<file path="src/lkv_pkg.sv">
`default_nettype none

package lkv_pkg;

  localparam int unsigned MaxEntriesDefault = 16;

  // capacity register
  localparam int unsigned CapWidth   = 5;
  localparam logic [CapWidth-1:0] CapReset = 5'd16;
  localparam int unsigned ApbAddrWidth = 3;
  localparam logic [0:0] RegCapacity = 1'b0;

  localparam int unsigned KeyWidth = 32;
  localparam int unsigned ValWidth = 31;

  localparam logic CmdGet = 1'b0;
  localparam logic CmdPut = 1'b1;

  typedef struct packed {
    logic                cmd;
    logic [KeyWidth-1:0] key;
    logic [ValWidth-1:0] value;
  } lkv_req_t;

  typedef struct packed {
    logic                found;
    logic [ValWidth-1:0] read_value;
  } lkv_rsp_t;

  // controller -> datapath
  typedef struct packed {
    logic load;     // latch the incoming request
    logic compare;  // match all slots against the request key
    logic update;   // reorder slots and write the response register
  } lkv_cmd_t;

endpackage

`default_nettype wire

</file>
<file path="src/lkv_ctrl.sv">
`default_nettype none

module lkv_ctrl
  import lkv_pkg::*;
(
  input  wire logic     clk_i,
  input  wire logic     rst_ni,
  input  wire logic     in_valid_i,
  output logic          in_stall_o,
  output logic          out_valid_o,
  input  wire logic     out_stall_i,
  output lkv_cmd_t      cmd_o
);

  localparam logic [1:0] S_IDLE = 2'd0;
  localparam logic [1:0] S_CMP  = 2'd1;
  localparam logic [1:0] S_UPD  = 2'd2;

  logic [1:0] state_q, state_d;
  logic       out_valid_q, out_valid_d;
  logic       can_finish;
  logic       accept;

  // the response register must be free (or emptying) before it is overwritten
  assign can_finish = !out_valid_q || !out_stall_i;

  always_comb begin
    cmd_o.update  = (state_q == S_UPD) && can_finish;
    cmd_o.compare = (state_q == S_CMP);
    in_stall_o    = !((state_q == S_IDLE) || cmd_o.update);
    accept        = in_valid_i && !in_stall_o;
    cmd_o.load    = accept;
  end

  always_comb begin
    state_d = state_q;
    unique case (state_q)
      S_IDLE: begin
        if (accept) state_d = S_CMP;
      end
      S_CMP: begin
        state_d = S_UPD;
      end
      S_UPD: begin
        if (can_finish) state_d = accept ? S_CMP : S_IDLE;
      end
      default: begin
        state_d = S_IDLE;
      end
    endcase
  end

  always_comb begin
    out_valid_d = out_valid_q;
    if (out_valid_q && !out_stall_i) out_valid_d = 1'b0;
    if (cmd_o.update) out_valid_d = 1'b1;
  end

  always_ff @(posedge clk_i or negedge rst_ni) begin
    if (!rst_ni) begin
      state_q     <= S_IDLE;
      out_valid_q <= 1'b0;
    end else begin
      state_q     <= state_d;
      out_valid_q <= out_valid_d;
    end
  end

  assign out_valid_o = out_valid_q;

endmodule

`default_nettype wire

</file>
<file path="src/lkv_dp.sv">
`default_nettype none

module lkv_dp
  import lkv_pkg::*;
#(
  parameter int unsigned MaxEntries = MaxEntriesDefault,
  localparam int unsigned CntWidth  = $clog2(MaxEntries + 1)
) (
  input  wire logic                clk_i,
  input  wire logic                rst_ni,
  input  wire lkv_cmd_t            cmd_i,
  input  wire lkv_req_t            in_req_i,
  input  wire logic [CntWidth-1:0] eff_cap_i,
  output lkv_rsp_t                 out_rsp_o
);

  lkv_req_t            req_q;
  lkv_rsp_t            rsp_q;
  logic [KeyWidth-1:0] slot_key_q [MaxEntries];
  logic [ValWidth-1:0] slot_val_q [MaxEntries];
  logic [MaxEntries-1:0] slot_vld_q;
  logic [MaxEntries-1:0] match_q;
  logic [MaxEntries-1:0] in_cap;
  logic [MaxEntries-1:0] hit_oh;
  logic [MaxEntries-1:0] shift_mask;
  logic                  found;
  logic                  write_en;
  logic [ValWidth-1:0]   hit_val;
  logic [ValWidth-1:0]   new_val;

  for (genvar i = 0; i < MaxEntries; i++) begin : g_cap
    assign in_cap[i] = CntWidth'(i) < eff_cap_i;
  end

  // lowest matching slot is the most recent copy
  assign hit_oh = match_q & (~match_q + MaxEntries'(1));
  assign found  = |match_q;

  always_comb begin
    hit_val = '0;
    for (int i = 0; i < MaxEntries; i++) begin
      hit_val = hit_val | (slot_val_q[i] & {ValWidth{hit_oh[i]}});
    end
  end

  // hit: slots 1..hit move up; new key: slots 1..cap-1 move up, last one drops
  assign shift_mask = found ? (hit_oh | (hit_oh - MaxEntries'(1))) : in_cap;
  assign write_en   = found || (req_q.cmd == CmdPut);
  assign new_val    = (req_q.cmd == CmdPut) ? req_q.value : hit_val;

  always_ff @(posedge clk_i) begin
    if (cmd_i.load) req_q <= in_req_i;
    if (cmd_i.update) begin
      rsp_q.found      <= found;
      rsp_q.read_value <= (found && (req_q.cmd == CmdGet)) ? hit_val : '0;
    end
  end

  for (genvar i = 0; i < MaxEntries; i++) begin : g_slot
    always_ff @(posedge clk_i) begin
      if (cmd_i.compare) begin
        match_q[i] <= slot_vld_q[i] && in_cap[i] && (slot_key_q[i] == req_q.key);
      end
    end

    if (i == 0) begin : g_head
      always_ff @(posedge clk_i) begin
        if (cmd_i.update && write_en) begin
          slot_key_q[i] <= req_q.key;
          slot_val_q[i] <= new_val;
        end
      end
      always_ff @(posedge clk_i or negedge rst_ni) begin
        if (!rst_ni) begin
          slot_vld_q[i] <= 1'b0;
        end else if (cmd_i.compare) begin
          slot_vld_q[i] <= slot_vld_q[i] & in_cap[i];
        end else if (cmd_i.update && write_en) begin
          slot_vld_q[i] <= 1'b1;
        end
      end
    end else begin : g_tail
      always_ff @(posedge clk_i) begin
        if (cmd_i.update && write_en && shift_mask[i]) begin
          slot_key_q[i] <= slot_key_q[i-1];
          slot_val_q[i] <= slot_val_q[i-1];
        end
      end
      always_ff @(posedge clk_i or negedge rst_ni) begin
        if (!rst_ni) begin
          slot_vld_q[i] <= 1'b0;
        end else if (cmd_i.compare) begin
          // entries past a lowered capacity are dropped
          slot_vld_q[i] <= slot_vld_q[i] & in_cap[i];
        end else if (cmd_i.update && write_en && shift_mask[i]) begin
          slot_vld_q[i] <= slot_vld_q[i-1];
        end
      end
    end
  end

  assign out_rsp_o = rsp_q;

endmodule

`default_nettype wire

</file>
<file path="src/lru_key_value_cache.sv">
`default_nettype none

// Channel   Direction  Handshake              Payload
// in        sink       in_valid_i/in_stall_o  in_req_i  (cmd, key, value)
// out       source     out_valid_o/out_stall_i out_rsp_o (found, read_value)
// cfg       APB slave  psel/penable/pwrite    paddr, pwdata, prdata
//
// Each request has a compare cycle, which matches the key against every slot in
// parallel, and a shift cycle, which picks the most recent hit and shifts the slots into order.
// A new request is taken in the shift cycle, while the last one finishes.
// The response sits in an output register; a stalled output holds the shift
// cycle until the register drains. Reset empties all slots at once.

module lru_key_value_cache
  import lkv_pkg::*;
#(
  parameter int unsigned MaxEntries = MaxEntriesDefault
) (
  input  wire logic                    clk_i,
  input  wire logic                    rst_ni,
  input  wire logic                    in_valid_i,
  output logic                         in_stall_o,
  input  wire lkv_req_t                in_req_i,
  output logic                         out_valid_o,
  input  wire logic                    out_stall_i,
  output lkv_rsp_t                     out_rsp_o,
  input  wire logic                    psel,
  input  wire logic                    penable,
  input  wire logic                    pwrite,
  input  wire logic [ApbAddrWidth-1:0] paddr,
  input  wire logic [31:0]             pwdata,
  output logic [31:0]                  prdata,
  output logic                         pready
);

  localparam int unsigned CntWidth = $clog2(MaxEntries + 1);

  logic [CapWidth-1:0] capacity_q;
  logic [CntWidth-1:0] eff_cap;
  logic                reg_sel;
  lkv_cmd_t            cmd;

  assign pready  = 1'b1;
  assign reg_sel = (paddr[2] == RegCapacity);
  assign prdata  = reg_sel ? 32'(capacity_q) : '0;

  always_ff @(posedge clk_i or negedge rst_ni) begin
    if (!rst_ni) begin
      capacity_q <= CapReset;
    end else if (psel && penable && pwrite && pready && reg_sel) begin
      capacity_q <= pwdata[CapWidth-1:0];
    end
  end

  // zero acts as one; anything above the slot count saturates
  always_comb begin
    priority if (capacity_q == '0) begin
      eff_cap = CntWidth'(1);
    end else if (32'(capacity_q) > 32'(MaxEntries)) begin
      eff_cap = CntWidth'(MaxEntries);
    end else begin
      eff_cap = CntWidth'(capacity_q);
    end
  end

  lkv_ctrl u_ctrl (
    .clk_i       (clk_i),
    .rst_ni      (rst_ni),
    .in_valid_i  (in_valid_i),
    .in_stall_o  (in_stall_o),
    .out_valid_o (out_valid_o),
    .out_stall_i (out_stall_i),
    .cmd_o       (cmd)
  );

  lkv_dp #(
    .MaxEntries (MaxEntries)
  ) u_dp (
    .clk_i     (clk_i),
    .rst_ni    (rst_ni),
    .cmd_i     (cmd),
    .in_req_i  (in_req_i),
    .eff_cap_i (eff_cap),
    .out_rsp_o (out_rsp_o)
  );

endmodule

`default_nettype wire

</file>
<file path="config.mk">
export PLATFORM = sky130hd
export DESIGN_NAME = lru_key_value_cache
export DESIGN_NICKNAME = d
export VERILOG_FILES = /design/src/lkv_pkg.sv /design/src/lkv_ctrl.sv /design/src/lkv_dp.sv /design/src/lru_key_value_cache.sv
export SDC_FILE = /design/constraint.sdc
export NUM_CORES = 1
export LEC_CHECK = 0
export BUFFER_PORTS_ARGS = -buffer_cell sky130_fd_sc_hd__buf_2
export CORE_MARGIN = 2
export CORE_UTILIZATION = 30
export CTS_CLUSTER_SIZE = 30
export DETAILED_ROUTE_END_ITERATION = 6
export GPL_ROUTABILITY_DRIVEN = 0
export GPL_TIMING_DRIVEN = 0
export PLACE_DENSITY_LB_ADDON = 0.15
export SETUP_SLACK_MARGIN = 0.05
export SKIP_CTS_REPAIR_TIMING = 1
export SKIP_LAST_GASP = 1
export SLEW_MARGIN = 10
export SYNTH_ARGS = -nofsm -noshare
export SYNTH_HDL_FRONTEND = slang
export SYNTH_HIERARCHICAL = 1
export SYNTH_SLANG_ARGS = --single-unit
</file>
<file path="constraint.sdc">
create_clock -name clk_i -period 24.4 [get_ports clk_i]
set_input_delay 1.22 -clock clk_i [delete_from_list [all_inputs] [get_ports clk_i]]
set_output_delay 1.22 -clock clk_i [all_outputs]
set_load 0.01 [all_outputs]
</file>
=== Yosys cells after proc, flatten, opt, wreduce, memory -nomap -nowiden ===
Memories as Yosys holds them, arrays and structs flattened.
Cells that the tools add are included.

* Flip-flop bits (word level): 136
* RAM bits: 1,008
* Input port bits: 106
* Output and inout bits: 67
* Memories: 2

* Add/sub/neg operators: 2
* Magnitude comparators: 17
* Eq/ne operators: 20
* Muxes and demuxes: 75
* Bitwise logic cells: 52
* Reductions and logical operators: 82

{| class="wikitable"
|+ Memories
! name !! depth !! bits a word !! read ports !! clocked after Yosys merged registers in !! wr ports !! RTL line !! text
|-
| u_dp.slot_key_q || 16 || 32 || 16 || 0 || 16 || lkv_dp.sv:19 || <nowiki>logic [KeyWidth-1:0] slot_key_q [MaxEntries];</nowiki>
|-
| u_dp.slot_val_q || 16 || 31 || 16 || 0 || 16 || lkv_dp.sv:20 || <nowiki>logic [ValWidth-1:0] slot_val_q [MaxEntries];</nowiki>
|}

{| class="wikitable"
|+ Operator list
! operator !! count
|-
| == test 32 bit || 16
|-
| AND 31 bit || 16
|-
| bitwise OR 31 bit || 15
|-
| 2-to-1 mux 1 bit || 67
|-
| logical AND 1 bit || 55
|-
| less-than comparator 4 x 5 -> 1 bit (first input constant) || 8
|-
| nonzero test 2 bit || 17
|-
| 2-to-1 mux 31 bit || 1
|-
| less-than comparator 3 x 5 -> 1 bit (first input constant) || 4
|-
| adder 16 x 1 -> 16 bit (second input constant) || 1
|-
| AND 1 bit || 16
|-
| AND 16 bit || 1
|-
| 2-to-1 mux 16 bit || 1
|-
| NOT 16 bit || 1
|-
| bitwise OR 16 bit || 1
|-
| OR reduction 16 bit || 1
|-
| subtractor 16 x 1 -> 16 bit (second input constant) || 1
|-
| 2-to-1 mux 5 bit || 3
|-
| less-than comparator 1 x 5 -> 1 bit (first input constant) || 2
|-
| less-than comparator 2 x 5 -> 1 bit (first input constant) || 2
|-
| one-hot mux 2 bit (3 select lines) || 1
|-
| greater-than comparator 5 bit (second input constant) || 1
|-
| zero test 5 bit || 1
|-
| 2-to-1 mux 2 bit || 2
|-
| 8 further kinds || 14
|}

=== Depth between registers and ports, before layout ===
Gate-level depths: netlist of run 1.

* Depth in word-level cells: 20
* Depth in mapped cells: 8
* Mapped depth without buffers: 7

=== By module ===
Netlist of run 1, hierarchy kept.

{| class="wikitable"
|+ By module, submodules not included
! module !! instances !! cells each !! area an instance (µm²) !! seq. area each (µm²)
|-
| lkv_dp || 1 || 2,747 || 45,130.8 || 34,032.6
|-
| lru_key_value_cache || 1 || 53 || 500.5 || 126.4
|-
| lkv_ctrl || 1 || 16 || 162.7 || 75.1
|}

=== Worst setup path after synthesis of run 1 ===
No wires, ideal clock.

* Kind: input-to-reg
* Start point: input out_stall_i
* End point: register u_dp.slot_vld_q[10]
* Arrival: 8.784 ns
* Path slack: 15.526 ns
* Stages on the path: 6
* Buffers on the path: 2
* Cells stage by stage: a21oi_1 buf_4 clkbuf_1 nand2_1 nor4_1 a31o_2

{| class="wikitable"
|+ RTL lines
! element !! RTL line !! text
|-
| start: declaration || lru_key_value_cache.sv:25 || <nowiki>input wire logic out_stall_i,</nowiki>
|-
| end signal: indexed assignment || lkv_dp.sv:94 || <nowiki>slot_vld_q[i] <= slot_vld_q[i] & in_cap[i];</nowiki>
|-
| end signal: indexed assignment || lkv_dp.sv:96 || <nowiki>slot_vld_q[i] <= slot_vld_q[i-1];</nowiki>
|-
| end: declaration || lkv_dp.sv:21 || <nowiki>logic [MaxEntries-1:0] slot_vld_q;</nowiki>
|}

=== Worst setup path in the final report of run 1 ===
* Start point: register u_dp.match_q[8]
* End point: register u_dp.rsp_q (netlist bit u_dp/out_rsp_o[0]) (data pin)

* Word-level cells in the longest chain between the ends: 12

{| class="wikitable"
|+ Ends and longest elaborated chain
! element !! RTL line !! text
|-
| start: declaration || lkv_dp.sv:22 || <nowiki>logic [MaxEntries-1:0] match_q;</nowiki>
|-
| start signal: indexed assignment || lkv_dp.sv:62 || <nowiki>match_q[i] <= slot_vld_q[i] && in_cap[i] && (slot_key_q[i] == req_q.key);</nowiki>
|-
| NOT 16 bit || lkv_dp.sv:36 || <nowiki>assign hit_oh = match_q & (~match_q + MaxEntries'(1));</nowiki>
|-
| adder 16 x 1 -> 16 bit || lkv_dp.sv:36 ||
|-
| AND 16 bit || lkv_dp.sv:36 ||
|-
| AND 31 bit || lkv_dp.sv:42 || <nowiki>hit_val = hit_val | (slot_val_q[i] & {ValWidth{hit_oh[i]}});</nowiki>
|-
| bitwise OR 31 bit (8 in a row) || lkv_dp.sv:42 ||
|-
| end: declaration || lkv_dp.sv:18 || <nowiki>lkv_rsp_t rsp_q;</nowiki>
|}

Parallel ways exist; a longest one is shown, timed or not.
A chain may end at the register's enable or synchronous reset.

==> summary.txt, run 1 <==
Power
  – PD cells: 81.0 mW/mm^2
  – Leakage power: 17.3 nW
  – Max VDD drop: 0.0000705 V

Routing
  – # DRC: 0
  – DR pass1 iterations: 6
  – Via density: 4.86
  – WL met1: 63.2 mm
  – Avg WL per Cell: 26.5 um
  – Via count: 25700
  – Met2 WL post-DR: 65.6 mm
  – Highest routed layer: met4
  – DR WL met3: 8.43 mm
  – Iter 0 DRT Violations: 2646
  – Antenna-violating nets left: 0
  – Detailed Route WL: 140 mm

Synthesis
  – Post-synth EDFFs: 1120
  – Post-Synthesis Cells: 2816
  – Synthesized area: 0.0458 mm^2
  – Ys async rst share: 2.10%
  – Flops & latches, synth: 1144
  – Main synth FF type: edfxtp_1
  – Synth cell types: 75
  – Avg Inst Size Synth: 16.3 um^2
  – Yosys warns: 6
  – Sequential area share after synthesis: 74.8%

Clock tree
  – Clk slew on worst S/H paths: 0.05 ns
  – Clock Tree Buf Depth: 3
  – TritonCTS clock tree: done
  – Clock Sinks: 1144
  – Level count of the clock H-tree: 4
  – CTS buffer count: 131
  – Root buffer cell: clkbuf_16
  – Worst-Skew Late Latency: 0.77 ns

Floorplanning
  – IO Count: 173
  – Core area: 0.152 mm^2
  – Row count: 143
  – Die Y: 395 um
  – Die X: 395 um
  – Total die area: 0.156 mm^2
  – Initial Util: 30.2%

Place
  – Dpl ws: 19.62 ns
  – DP HPWL: 105 mm
  – Port bufs: 115
  – Dpl cells: 5053

Setup path
  – CP arrival: 4.62 ns
  – Crit. End Element: register
  – Required time worst endpoint: 24.84 ns
  – Startpoint types: register
  – Critical path type: reg2reg
  – Max FO, Critical Path: 11

Timing
  – Peak clock frequency supported by timing: 0.239 GHz
  – Tightest slew margin relative to the limit: 7.45%
  – Max-slew violations: 0
  – Worst slew pin tran: 1.39 ns
  – Crit path setup slack, layout: 20.22 ns
  – Max Clock Skew: 0.0245 ns
  – Setup_tns: 0 ns
  – Final setup vio count: 0
  – Final min period: 4.18 ns
  – Final period util: 17.1%
  – Final hold vios: 0
  – RSZ-0062 raised after global routing: no

Cells and area
  – Share of post-route cells with drive strength above 1: 13.6%
  – Final nets: 3262
  – FILL cells: 14600
  – Area Overhead vs Synth: 18.4%
  – Core Util, Final: 35.7%
  – Fin cells: 5286

Run status
  – Status: complete, no violations

Global route
  – Grt ovf: 0
  – First-pass GRT wire length: 195 mm
  – Antenna violations before repair: 1
  – Number of global-route vias before repair: 25900
  – Total GRT Usage: 17.7%
  – Largest net degree at the start of global routing: 65

Worst hold path
  – Hold crit path type: reg2reg

Run
  – Max-Cap Viols: 0
-- cell families (layout without fill, tap and decap cells) --
logic type / Yosys count / count (layout) / synth area share, %
XOR/XNOR: 512 / 512 / 9.79
AO/OA/AOI/OAI: 395 / 395 / 6.27
other: 2 / 31 / 0.0164
buffers and inverters: 211 / 622 / 2.02
AND/OR/NAND/NOR: 528 / 528 / 6.58
flip-flops: 1144 / 1144 / 74.8
multiplexers: 24 / 24 / 0.571
-- flip-flops by register name, indices dropped and copies added, names as in the netlist --
signal and count:
u_dp/req_q 64, u_dp/match_q 16, u_ctrl/state_q 2, u_dp/slot_val_q 496, u_dp/slot_vld_q 16, u_ctrl/out_valid_o 1
u_dp/slot_key_q 512, u_dp/out_rsp_o 32, capacity_q 5
-- metal layers --
metal,global-route usage (%),vias to the layer above
li1,-,11600
met2,28.4,916
met3,3.00,171
met1,24.9,13000
met4,4.65,0
met5,0,-
-- power breakdown --
group | internal, mW | switching [mW]
Clock | 1.06 | 0.791
Combinational | 0.0965 | 0.228
Sequential | 2.19 | 0.0271
Total | 3.34 | 1.05
-- critical path: stages, from the launching register on --
cell and delay, ns:
edfxtp_1 0.38, clkbuf_1 0.59, nor4_1 0.22, nand3_1 0.37, clkbuf_1 0.76, clkbuf_1 0.67
nor3_1 0.13, a21oi_1 0.46, a21oi_1 0.27
-- area by class of cell --
class | count | area (um^2) | share of cell area (%)
Buffer | 199 | 881 | 1.62
Sequential cell | 1144 | 34200 | 63.2
Antenna cell | 3 | 7.51 | 0.0138
Tap cell | 2030 | 2540 | 4.69
Inverter | 12 | 50.0 | 0.0923
Multi-Input combinational cell | 1487 | 10900 | 20.1
Timing Repair Buffer | 181 | 1640 | 3.03
Clock buffer | 187 | 3620 | 6.68
Clock inverter | 43 | 328 | 0.605
-- Yosys cell counts, drive strengths merged, types with 8 or more instances --
| cell type | count | area (um^2) |
|---|---|---|
| o22ai | 14 | 87.6 |
| nand2b | 14 | 87.6 |
| nand2 | 72 | 270 |
| a2111oi | 16 | 140 |
| o211a | 9 | 90.1 |
| a21oi | 88 | 440 |
| a221o | 12 | 120 |
| inv | 11 | 41.3 |
| nor2 | 71 | 277 |
| o32ai | 11 | 96.3 |
| o21ai | 19 | 95.1 |
| mux2 | 17 | 191 |
| xnor2 | 116 | 1020 |
| xor2 | 396 | 3470 |
| nand3b | 23 | 173 |
| nor4 | 111 | 722 |
| o211ai | 8 | 60.1 |
| a221oi | 54 | 473 |
| or3 | 18 | 113 |
| a22oi | 69 | 518 |
| nand3 | 28 | 140 |
| and3b | 9 | 78.8 |
| and2 | 8 | 50.1 |
| dfrtp | 23 | 576 |
| nor3 | 34 | 170 |
| clkbuf | 138 | 518 |
| nor2b | 40 | 253 |
| a211oi | 20 | 150 |
| nand4 | 66 | 413 |
| edfxtp | 1120 | 33600 |
| o2bb2ai | 9 | 78.8 |
| a31oi | 25 | 156 |
| buf | 61 | 362 |
| and3 | 11 | 68.8 |
-- cells in the final DEF (no fill, tap or decap), types with 12 or more instances in the layout --
cell type / instances
a2111oi_0: 14
o21ai_0: 19
buf_1: 21
a211oi_1: 16
clkinv_1: 18
nand2b_1: 14
edfxtp_1: 1120
nand3b_1: 23
nor2_1: 69
buf_4: 45
buf_16: 14
nand2_1: 72
nand4_1: 66
nor4_1: 107
dfrtp_1: 23
o22ai_1: 14
nor2b_1: 38
or3_1: 18
buf_8: 19
xnor2_1: 116
xor2_1: 396
nor3_1: 33
buf_2: 126
conb_1: 28
a221oi_1: 54
nand3_1: 28
mux2_2: 16
a221o_1: 12
clkbuf_1: 184
a21oi_1: 84
a22oi_1: 69
clkbuf_16: 135
a31oi_1: 25
-- path summary, 6_finish.rpt --
kind	depth (start not counted)	slack [ns]	endpoint	from
worst max-delay path	8	20.22	u_dp/out_rsp_o[0]$_SDFFCE_PN0P_	u_dp/match_q[8]$_DFFE_PP_
worst min-delay path	0	0.44	u_dp/slot_val_q[1][33]$_DFFE_PP_	u_dp/slot_val_q[1][2]$_DFFE_PP_
worst max register to register	8	20.22	u_dp/out_rsp_o[0]$_SDFFCE_PN0P_	u_dp/match_q[8]$_DFFE_PP_
worst min register to register	0	0.44	u_dp/slot_val_q[1][33]$_DFFE_PP_	u_dp/slot_val_q[1][2]$_DFFE_PP_
max in group asynchronous	1	23.49	u_dp/slot_vld_q[7]$_DFFE_PN0P_	rst_ni
min in group asynchronous	1	0.48	capacity_q[0]$_DFFE_PN0P_	rst_ni
-- metrics by stage --
| stage | hold WS [ns] | instance area [um^2] | power, mW |
|---|---|---|---|
| after floorplan | 0.417 | 45900 | 2.43 |
| after global placement | 0.419 | 49000 | 2.58 |
| after detailed placement | 0.424 | 50200 | 2.58 |
| after CTS | 0.437 | 54200 | 4.45 |
| after global routing | 0.449 | 54200 | 4.54 |
| final | 0.435 | 54200 | 4.39 |
(Power assumes the default switching activity.)
==> run 2, diff against run 1 <==
- clock period: 24.4 -> 3.7 ns (I/O delays scaled with it)
==> run 2 against run 1 <==
The flow now finishes with violations (negative hold slack); clock skew is 0.0054 ns higher; largest cell class unchanged; non-clock buffer count is 76 higher; via count is 1.6% higher; first-iteration DRC count is 4.3% higher; flip-flop and latch count stayed put; critical path depth stayed put; core utilization is 0.48 points higher; highest routed layer unchanged; total power grew to 6.5 times the previous value; die area stayed put; cell area is 1.3% higher.
==> summary.txt, run 2 (same netlist as run 1, synthesis figures left out) <==
Setup path
  – Max FO, Critical Path: 10 (-1)
  – Reg2reg end: u_dp/out_rsp_o[0]$_SDFFCE_PN0P_
  – Worst r2r src: u_dp/match_q[8]$_DFFE_PP_
  – CP arrival: 4.14 ns (-0.48 ns)
  – Startpoint types: register
  – Required time worst endpoint: 4.21 ns (-20.63 ns)
  – Critical path endpoint: u_dp/out_rsp_o[0]$_SDFFCE_PN0P_
  – Critical path type: reg2reg
  – Crit. End Element: register
  – FF-to-FF setup slack: 0.07 ns (-20.15 ns)
  – Reg2Reg Depth: 8 (unchanged)
  – CP startpoint: u_dp/match_q[8]$_DFFE_PP_

Cells and area
  – Share of post-route cells with drive strength above 1: 13.9% (+0.24 points)
  – Final nets: 3328 (+2.0%)
  – Largest registers: u_dp/slot_key_q: 512 flops, u_dp/slot_val_q: 496 flops, u_dp/req_q: 64 flops
  – Area Overhead vs Synth: 20.0%
  – Max reg flops: 512 (unchanged)
  – Most common cell after layout, fill and taps aside: edfxtp_1
  – Most frequent cells in the layout: 1120 x edfxtp_1, 396 x xor2_1, 142 x clkbuf_1
  – FILL cells: 14600 (-0.55%)
  – Largest reg by FF count: u_dp/slot_key_q

Timing
  – Final period util: 98.2% (+81 points)
  – Min Hold Slack: -0.0118 ns (-0.447 ns)
  – Max-slew violations: 0 (unchanged)
  – Final setup vio count: 0 (unchanged)
  – Peak clock frequency supported by timing: 0.275 GHz (+15%)
  – Setup_tns: 0 ns (unchanged)
  – Final min period: 3.63 ns (-0.546 ns)
  – Tightest slew margin relative to the limit: 15.5% (+8.1 points)
  – RSZ-0062 raised after global routing: no
  – Max Clock Skew: 0.0300 ns (+0.00545 ns)
  – Worst slew pin tran: 1.26 ns (-0.126 ns)
  – Crit path setup slack, layout: 0.0684 ns (-20.15 ns)
  – Final hold vios: 11 (+11)

Clock tree
  – Level count of the clock H-tree: 3 (-1)
  – Worst-Skew Late Latency: 0.75 ns (-0.02 ns)
  – CTS buffer count: 121 (-7.6%)
  – TritonCTS clock tree: done
  – Clock Tree Buf Depth: 3 (unchanged)
  – Root buffer cell: clkbuf_16
  – Clk slew on worst S/H paths: 0.06 ns (about the same)
  – Clock Sinks: 1144 (unchanged)

Floorplanning
  – Total die area: 0.156 mm^2 (unchanged)
  – IO Count: 173 (unchanged)
  – Initial Util: 30.2% (unchanged)
  – Core area: 0.152 mm^2 (unchanged)
  – Die Y: 395 um (unchanged)
  – Row count: 143 (unchanged)
  – Die X: 395 um (unchanged)

Global route
  – Total GRT Usage: 17.8% (+0.061 points)
  – Largest net degree at the start of global routing: 65 (unchanged)
  – First-pass GRT wire length: 196 mm (+0.72%)
  – Number of global-route vias before repair: 26200 (+1.4%)
  – Grt ovf: 0 (unchanged)
  – Antenna violations before repair: 2 (+1)

Run
  – Max-Cap Viols: 0 (unchanged)

Routing
  – Detailed Route WL: 141 mm (+0.67%)
  – DR pass1 iterations: 6 (unchanged)
  – # DRC: 0 (unchanged)
  – Avg WL per Cell: 26.4 um (-0.66%)
  – Via density: 4.87 (+0.28%)
  – Iter 0 DRT Violations: 2761 (+4.3%)
  – Via count: 26100 (+1.6%)
  – Antenna-violating nets left: 0 (unchanged)

Place
  – DP HPWL: 105 mm (+0.40%)
  – Dpl ws: -0.492 ns (-20.11 ns)
  – Port bufs: 115 (unchanged)

Run status
  – Failing checks: negative hold slack
  – Status: complete, but fails checks

Power
  – PD cells: 520 mW/mm^2 (+540%)
  – Max VDD drop: 0.000390 V (+450%)
  – Leakage power: 17.6 nW (+2.0%)
  – Final Power: 28.6 mW (+550%)

Worst hold path
  – Hold crit path type: in2async
run 2: layer usage:
metal / vias up / global-route usage, % / wire (um)
met5: - / 0 / 0
met4: 0 / 5.79 / 3820
met3: 169 / 2.77 / 8210
met2: 946 / 28.6 / 66200
met1: 13300 / 24.5 / 63000
li1: 11700 / - / -
run 2: worst min-delay path by stage:
stage                 from                   endpoint  slack [ns]
finish              rst_ni  capacity_q[0]$_DFFE_PN0P_       -0.01
global route        rst_ni  capacity_q[0]$_DFFE_PN0P_       0.006
CTS                 rst_ni  capacity_q[2]$_DFFE_PN0P_       -0.60
detailed placement  rst_ni  capacity_q[0]$_DFFE_PN0P_        0.24
global placement    rst_ni  capacity_q[1]$_DFFE_PN0P_        0.23
floorplan           rst_ni  capacity_q[0]$_DFFE_PN0P_       -0.11
run 2: area by class of cell:
| cell class | count | area, um^2 | share of cell area [%] |
|---|---|---|---|
| well taps | 2030 | 2540 | 4.62 |
| clock buffers | 147 | 3150 | 5.73 |
| plain buffers | 196 | 913 | 1.66 |
| inverters | 12 | 50.0 | 0.0911 |
| flip-flops and latches | 1144 | 34200 | 62.3 |
| clock inverters | 80 | 616 | 1.12 |
| multi-input cells | 1487 | 11000 | 19.9 |
| diodes | 1 | 2.50 | 0.00456 |
| repair buffers | 260 | 2480 | 4.51 |
run 2: report_power, final:
part | switching, mW | total, mW | internal, mW | leakage, nW
registers | 0.196 | 14.6 | 14.4 | 10.5
logic | 1.50 | 2.21 | 0.705 | 5.34
clock network | 5.20 | 11.7 | 6.52 | 1.84
total | 6.90 | 28.6 | 21.7 | 17.6
run 2: critical path, stage by stage (launching register included):
cell and delay (ns):
edfxtp_1 0.44, clkbuf_1 0.38, nor4_1 0.60, nand3_1 0.35
clkbuf_2 0.41, clkbuf_2 0.39, nor3_1 0.25, a21oi_1 0.16
a21oi_1 0.41
run 2: per-stage QoR:
step / util (%) / std cells / hold slack, ns / instance area [um^2]
6_report: 36.2 / 5357 / -0.0118 / 54900
5_1_grt: 36.2 / 5356 / 0.00628 / 54900
3_3_place_gp: 32.4 / 4987 / 0.234 / 49100
4_1_cts: 35.6 / 5272 / -0.600 / 54000
2_1_floorplan: - / 2842 / -0.111 / 46000
3_5_place_dp: 33.1 / 5045 / 0.243 / 50200
==> run 3, diff against run 2 <==
- CORE_ASPECT_RATIO: default -> 0.9
- CORE_UTILIZATION: 30 -> 55
==> run 3 against run 2 <==
The run ends with design-rule violations left; final cell count down 18%; critical endpoint is now u_dp/match_q[7]$_DFFE_PP_; sequential share of layout area is 1.8 points higher; critical path type unchanged; non-clock buffer count fell by 9; clock skew shrank 0.0031 ns; setup slack lost 0.046 ns.
==> summary.txt, run 3 (same netlist as run 1, synthesis figures left out) <==
Run status
  – Status: complete, but fails checks
  – Failing checks: design-rule violations

Routing
  – Antenna-violating nets left: 0 (unchanged)
  – Via count: 27400 (+5.0%)
  – Via density: 6.28 (+29%)
  – # DRC: 1 (+1)
  – DR pass1 iterations: 7 (+1)
  – Iter 0 DRT Violations: 4213 (+53%)
  – Detailed Route WL: 124 mm (-12%)
  – Avg WL per Cell: 28.5 um (+8.1%)

Power
  – PD cells: 523 mW/mm^2 (+0.53%)
  – Max VDD drop: 0.000417 V (+6.9%)
  – Final Power: 27.9 mW (-2.3%)
  – Leakage power: 17.4 nW (-1.1%)

Run
  – Max-Cap Viols: 0 (unchanged)

Floorplanning
  – Row count: 100 (-30%)
  – IO Count: 173 (unchanged)
  – Initial Util: 55.5% (+25 points)
  – Die X: 308 um (-22%)
  – Core area: 0.0826 mm^2 (-46%)
  – Die Y: 278 um (-30%)
  – Total die area: 0.0856 mm^2 (-45%)

Setup path
  – Reg2reg end: u_dp/match_q[7]$_DFFE_PP_
  – Worst r2r src: u_dp/req_q[56]$_DFFE_PP_
  – Startpoint types: register
  – Critical path type: reg2reg
  – Required time worst endpoint: 4.08 ns (-0.13 ns)
  – Critical path endpoint: u_dp/match_q[7]$_DFFE_PP_
  – CP startpoint: u_dp/req_q[56]$_DFFE_PP_
  – FF-to-FF setup slack: 0.02 ns (-0.05 ns)
  – CP arrival: 4.06 ns (-0.08 ns)
  – Max FO, Critical Path: 10 (unchanged)
  – Reg2Reg Depth: 7 (-1)
  – Crit. End Element: register

Global route
  – First-pass GRT wire length: 176 mm (-10%)
  – Number of global-route vias before repair: 26500 (+1.2%)
  – Largest net degree at the start of global routing: 65 (unchanged)
  – Antenna violations before repair: 1 (-1)
  – Total GRT Usage: 28.8% (+11 points)
  – Grt ovf: 0 (unchanged)

Cells and area
  – Max reg flops: 512 (unchanged)
  – Core Util, Final: 64.6% (+28 points)
  – Largest registers: u_dp/slot_key_q: 512 flops, u_dp/slot_val_q: 496 flops, u_dp/req_q: 64 flops
  – Share of post-route cells with drive strength above 1: 13.3% (-0.57 points)
  – FILL cells: 5795 (-60%)
  – ANT cells: 0 (-1)
  – Area Overhead vs Synth: 16.6%
  – Reg area: 0.0342 mm^2 (unchanged)
  – Footprint of the multi-input gates: 0.0110 mm^2 (about the same)
  – Most common cell after layout, fill and taps aside: edfxtp_1
  – Post-Layout Inst Area: 0.0534 mm^2 (-2.8%)
  – Largest reg by FF count: u_dp/slot_key_q
  – Final nets: 3309 (-0.57%)
  – Most frequent cells in the layout: 1120 x edfxtp_1, 396 x xor2_1, 147 x clkbuf_1

Place
  – DP HPWL: 90.6 mm (-14%)
  – Cell Area, Placed: 0.0489 mm^2 (-2.6%)
  – Port bufs: 115 (unchanged)

Timing
  – RSZ-0062 raised after global routing: yes
  – Final hold vios: 0 (-11)
  – Worst slew pin tran: 1.20 ns (-0.0668 ns)
  – Final period util: 99.4% (+1.2 points)
  – Final setup vio count: 0 (unchanged)
  – Tightest slew margin relative to the limit: 18.2% (+2.7 points)
  – Peak clock frequency supported by timing: 0.272 GHz (-1.3%)
  – Min Hold Slack: 0.0902 ns (+0.102 ns)
  – Final min period: 3.68 ns (+0.0460 ns)
  – Max-slew violations: 0 (unchanged)
  – Setup_tns: 0 ns (unchanged)
  – Max Clock Skew: 0.0269 ns (-0.00310 ns)

Clock tree
  – CTS buffer count: 111 (-8.3%)
  – Worst-Skew Late Latency: 0.67 ns (-0.08 ns)
  – Root buffer cell: clkbuf_16
  – Clk slew on worst S/H paths: 0.07 ns (about the same)
  – TritonCTS clock tree: done
  – Clock Sinks: 1144 (unchanged)
  – Clock Tree Buf Depth: 3 (unchanged)
  – Level count of the clock H-tree: 3 (unchanged)

Worst hold path
  – Hold crit path type: in2async
## run 3: worst min path at each step
stage	end	slack, ns	startpoint
detailed placement	u_ctrl/state_q[0]$_DFFE_PN0P_	0.25	rst_ni
CTS	u_ctrl/out_valid_o$_DFFE_PN0P_	-0.47	rst_ni
floorplan	capacity_q[0]$_DFFE_PN0P_	-0.11	rst_ni
global route	u_ctrl/out_valid_o$_DFFE_PN0P_	0.12	rst_ni
global placement	u_ctrl/out_valid_o$_DFFE_PN0P_	0.22	rst_ni
finish	u_ctrl/out_valid_o$_DFFE_PN0P_	0.09	rst_ni
## run 3: layout make-up
cell class                 instances  area share (%)
sequential                      1144            64.1
multi-input combinational       1487            20.5
clock buffer                     133            5.54
timing repair buffer             248            4.38
tap                             1071            2.51
buffer                           199            1.69
clock inverter                    72            1.14
inverter                          12          0.0938
## run 3: worst max-delay path, stage by stage (launching register included)
cell and delay [ns]:
edfxtp_1 0.39, clkbuf_1 0.73, buf_1 0.85, xnor2_1 0.26, nand4_1 0.18, nor4_1 0.29
nand4_1 0.12, nor4_1 0.56
## run 3: metrics by stage
stage          setup slack, ns  cells
4_1_cts                 -0.145   4283
3_5_place_dp            -0.113   4078
2_1_floorplan           -0.941   2842
6_report                0.0224   4366
3_3_place_gp             -3.67   4028
5_1_grt                 0.0341   4366
## run 3: routing by layer
metal  track usage (%)  vias to the layer above  wire length [um]  share of wire, %
li1                  -                    11600                 -                 -
met1              42.8                    13700             51200                41
met2              41.6                     1803             54000                43
met3              7.04                      266             14800                12
met4              10.1                        0              4410               3.5
met5                 0                        -                 0                 0
## run 3: where the power goes
group | switching (mW) | total, mW | internal [mW]
logic | 1.46 | 2.16 | 0.701
registers | 0.181 | 14.6 | 14.4
clock network | 4.76 | 11.1 | 6.37
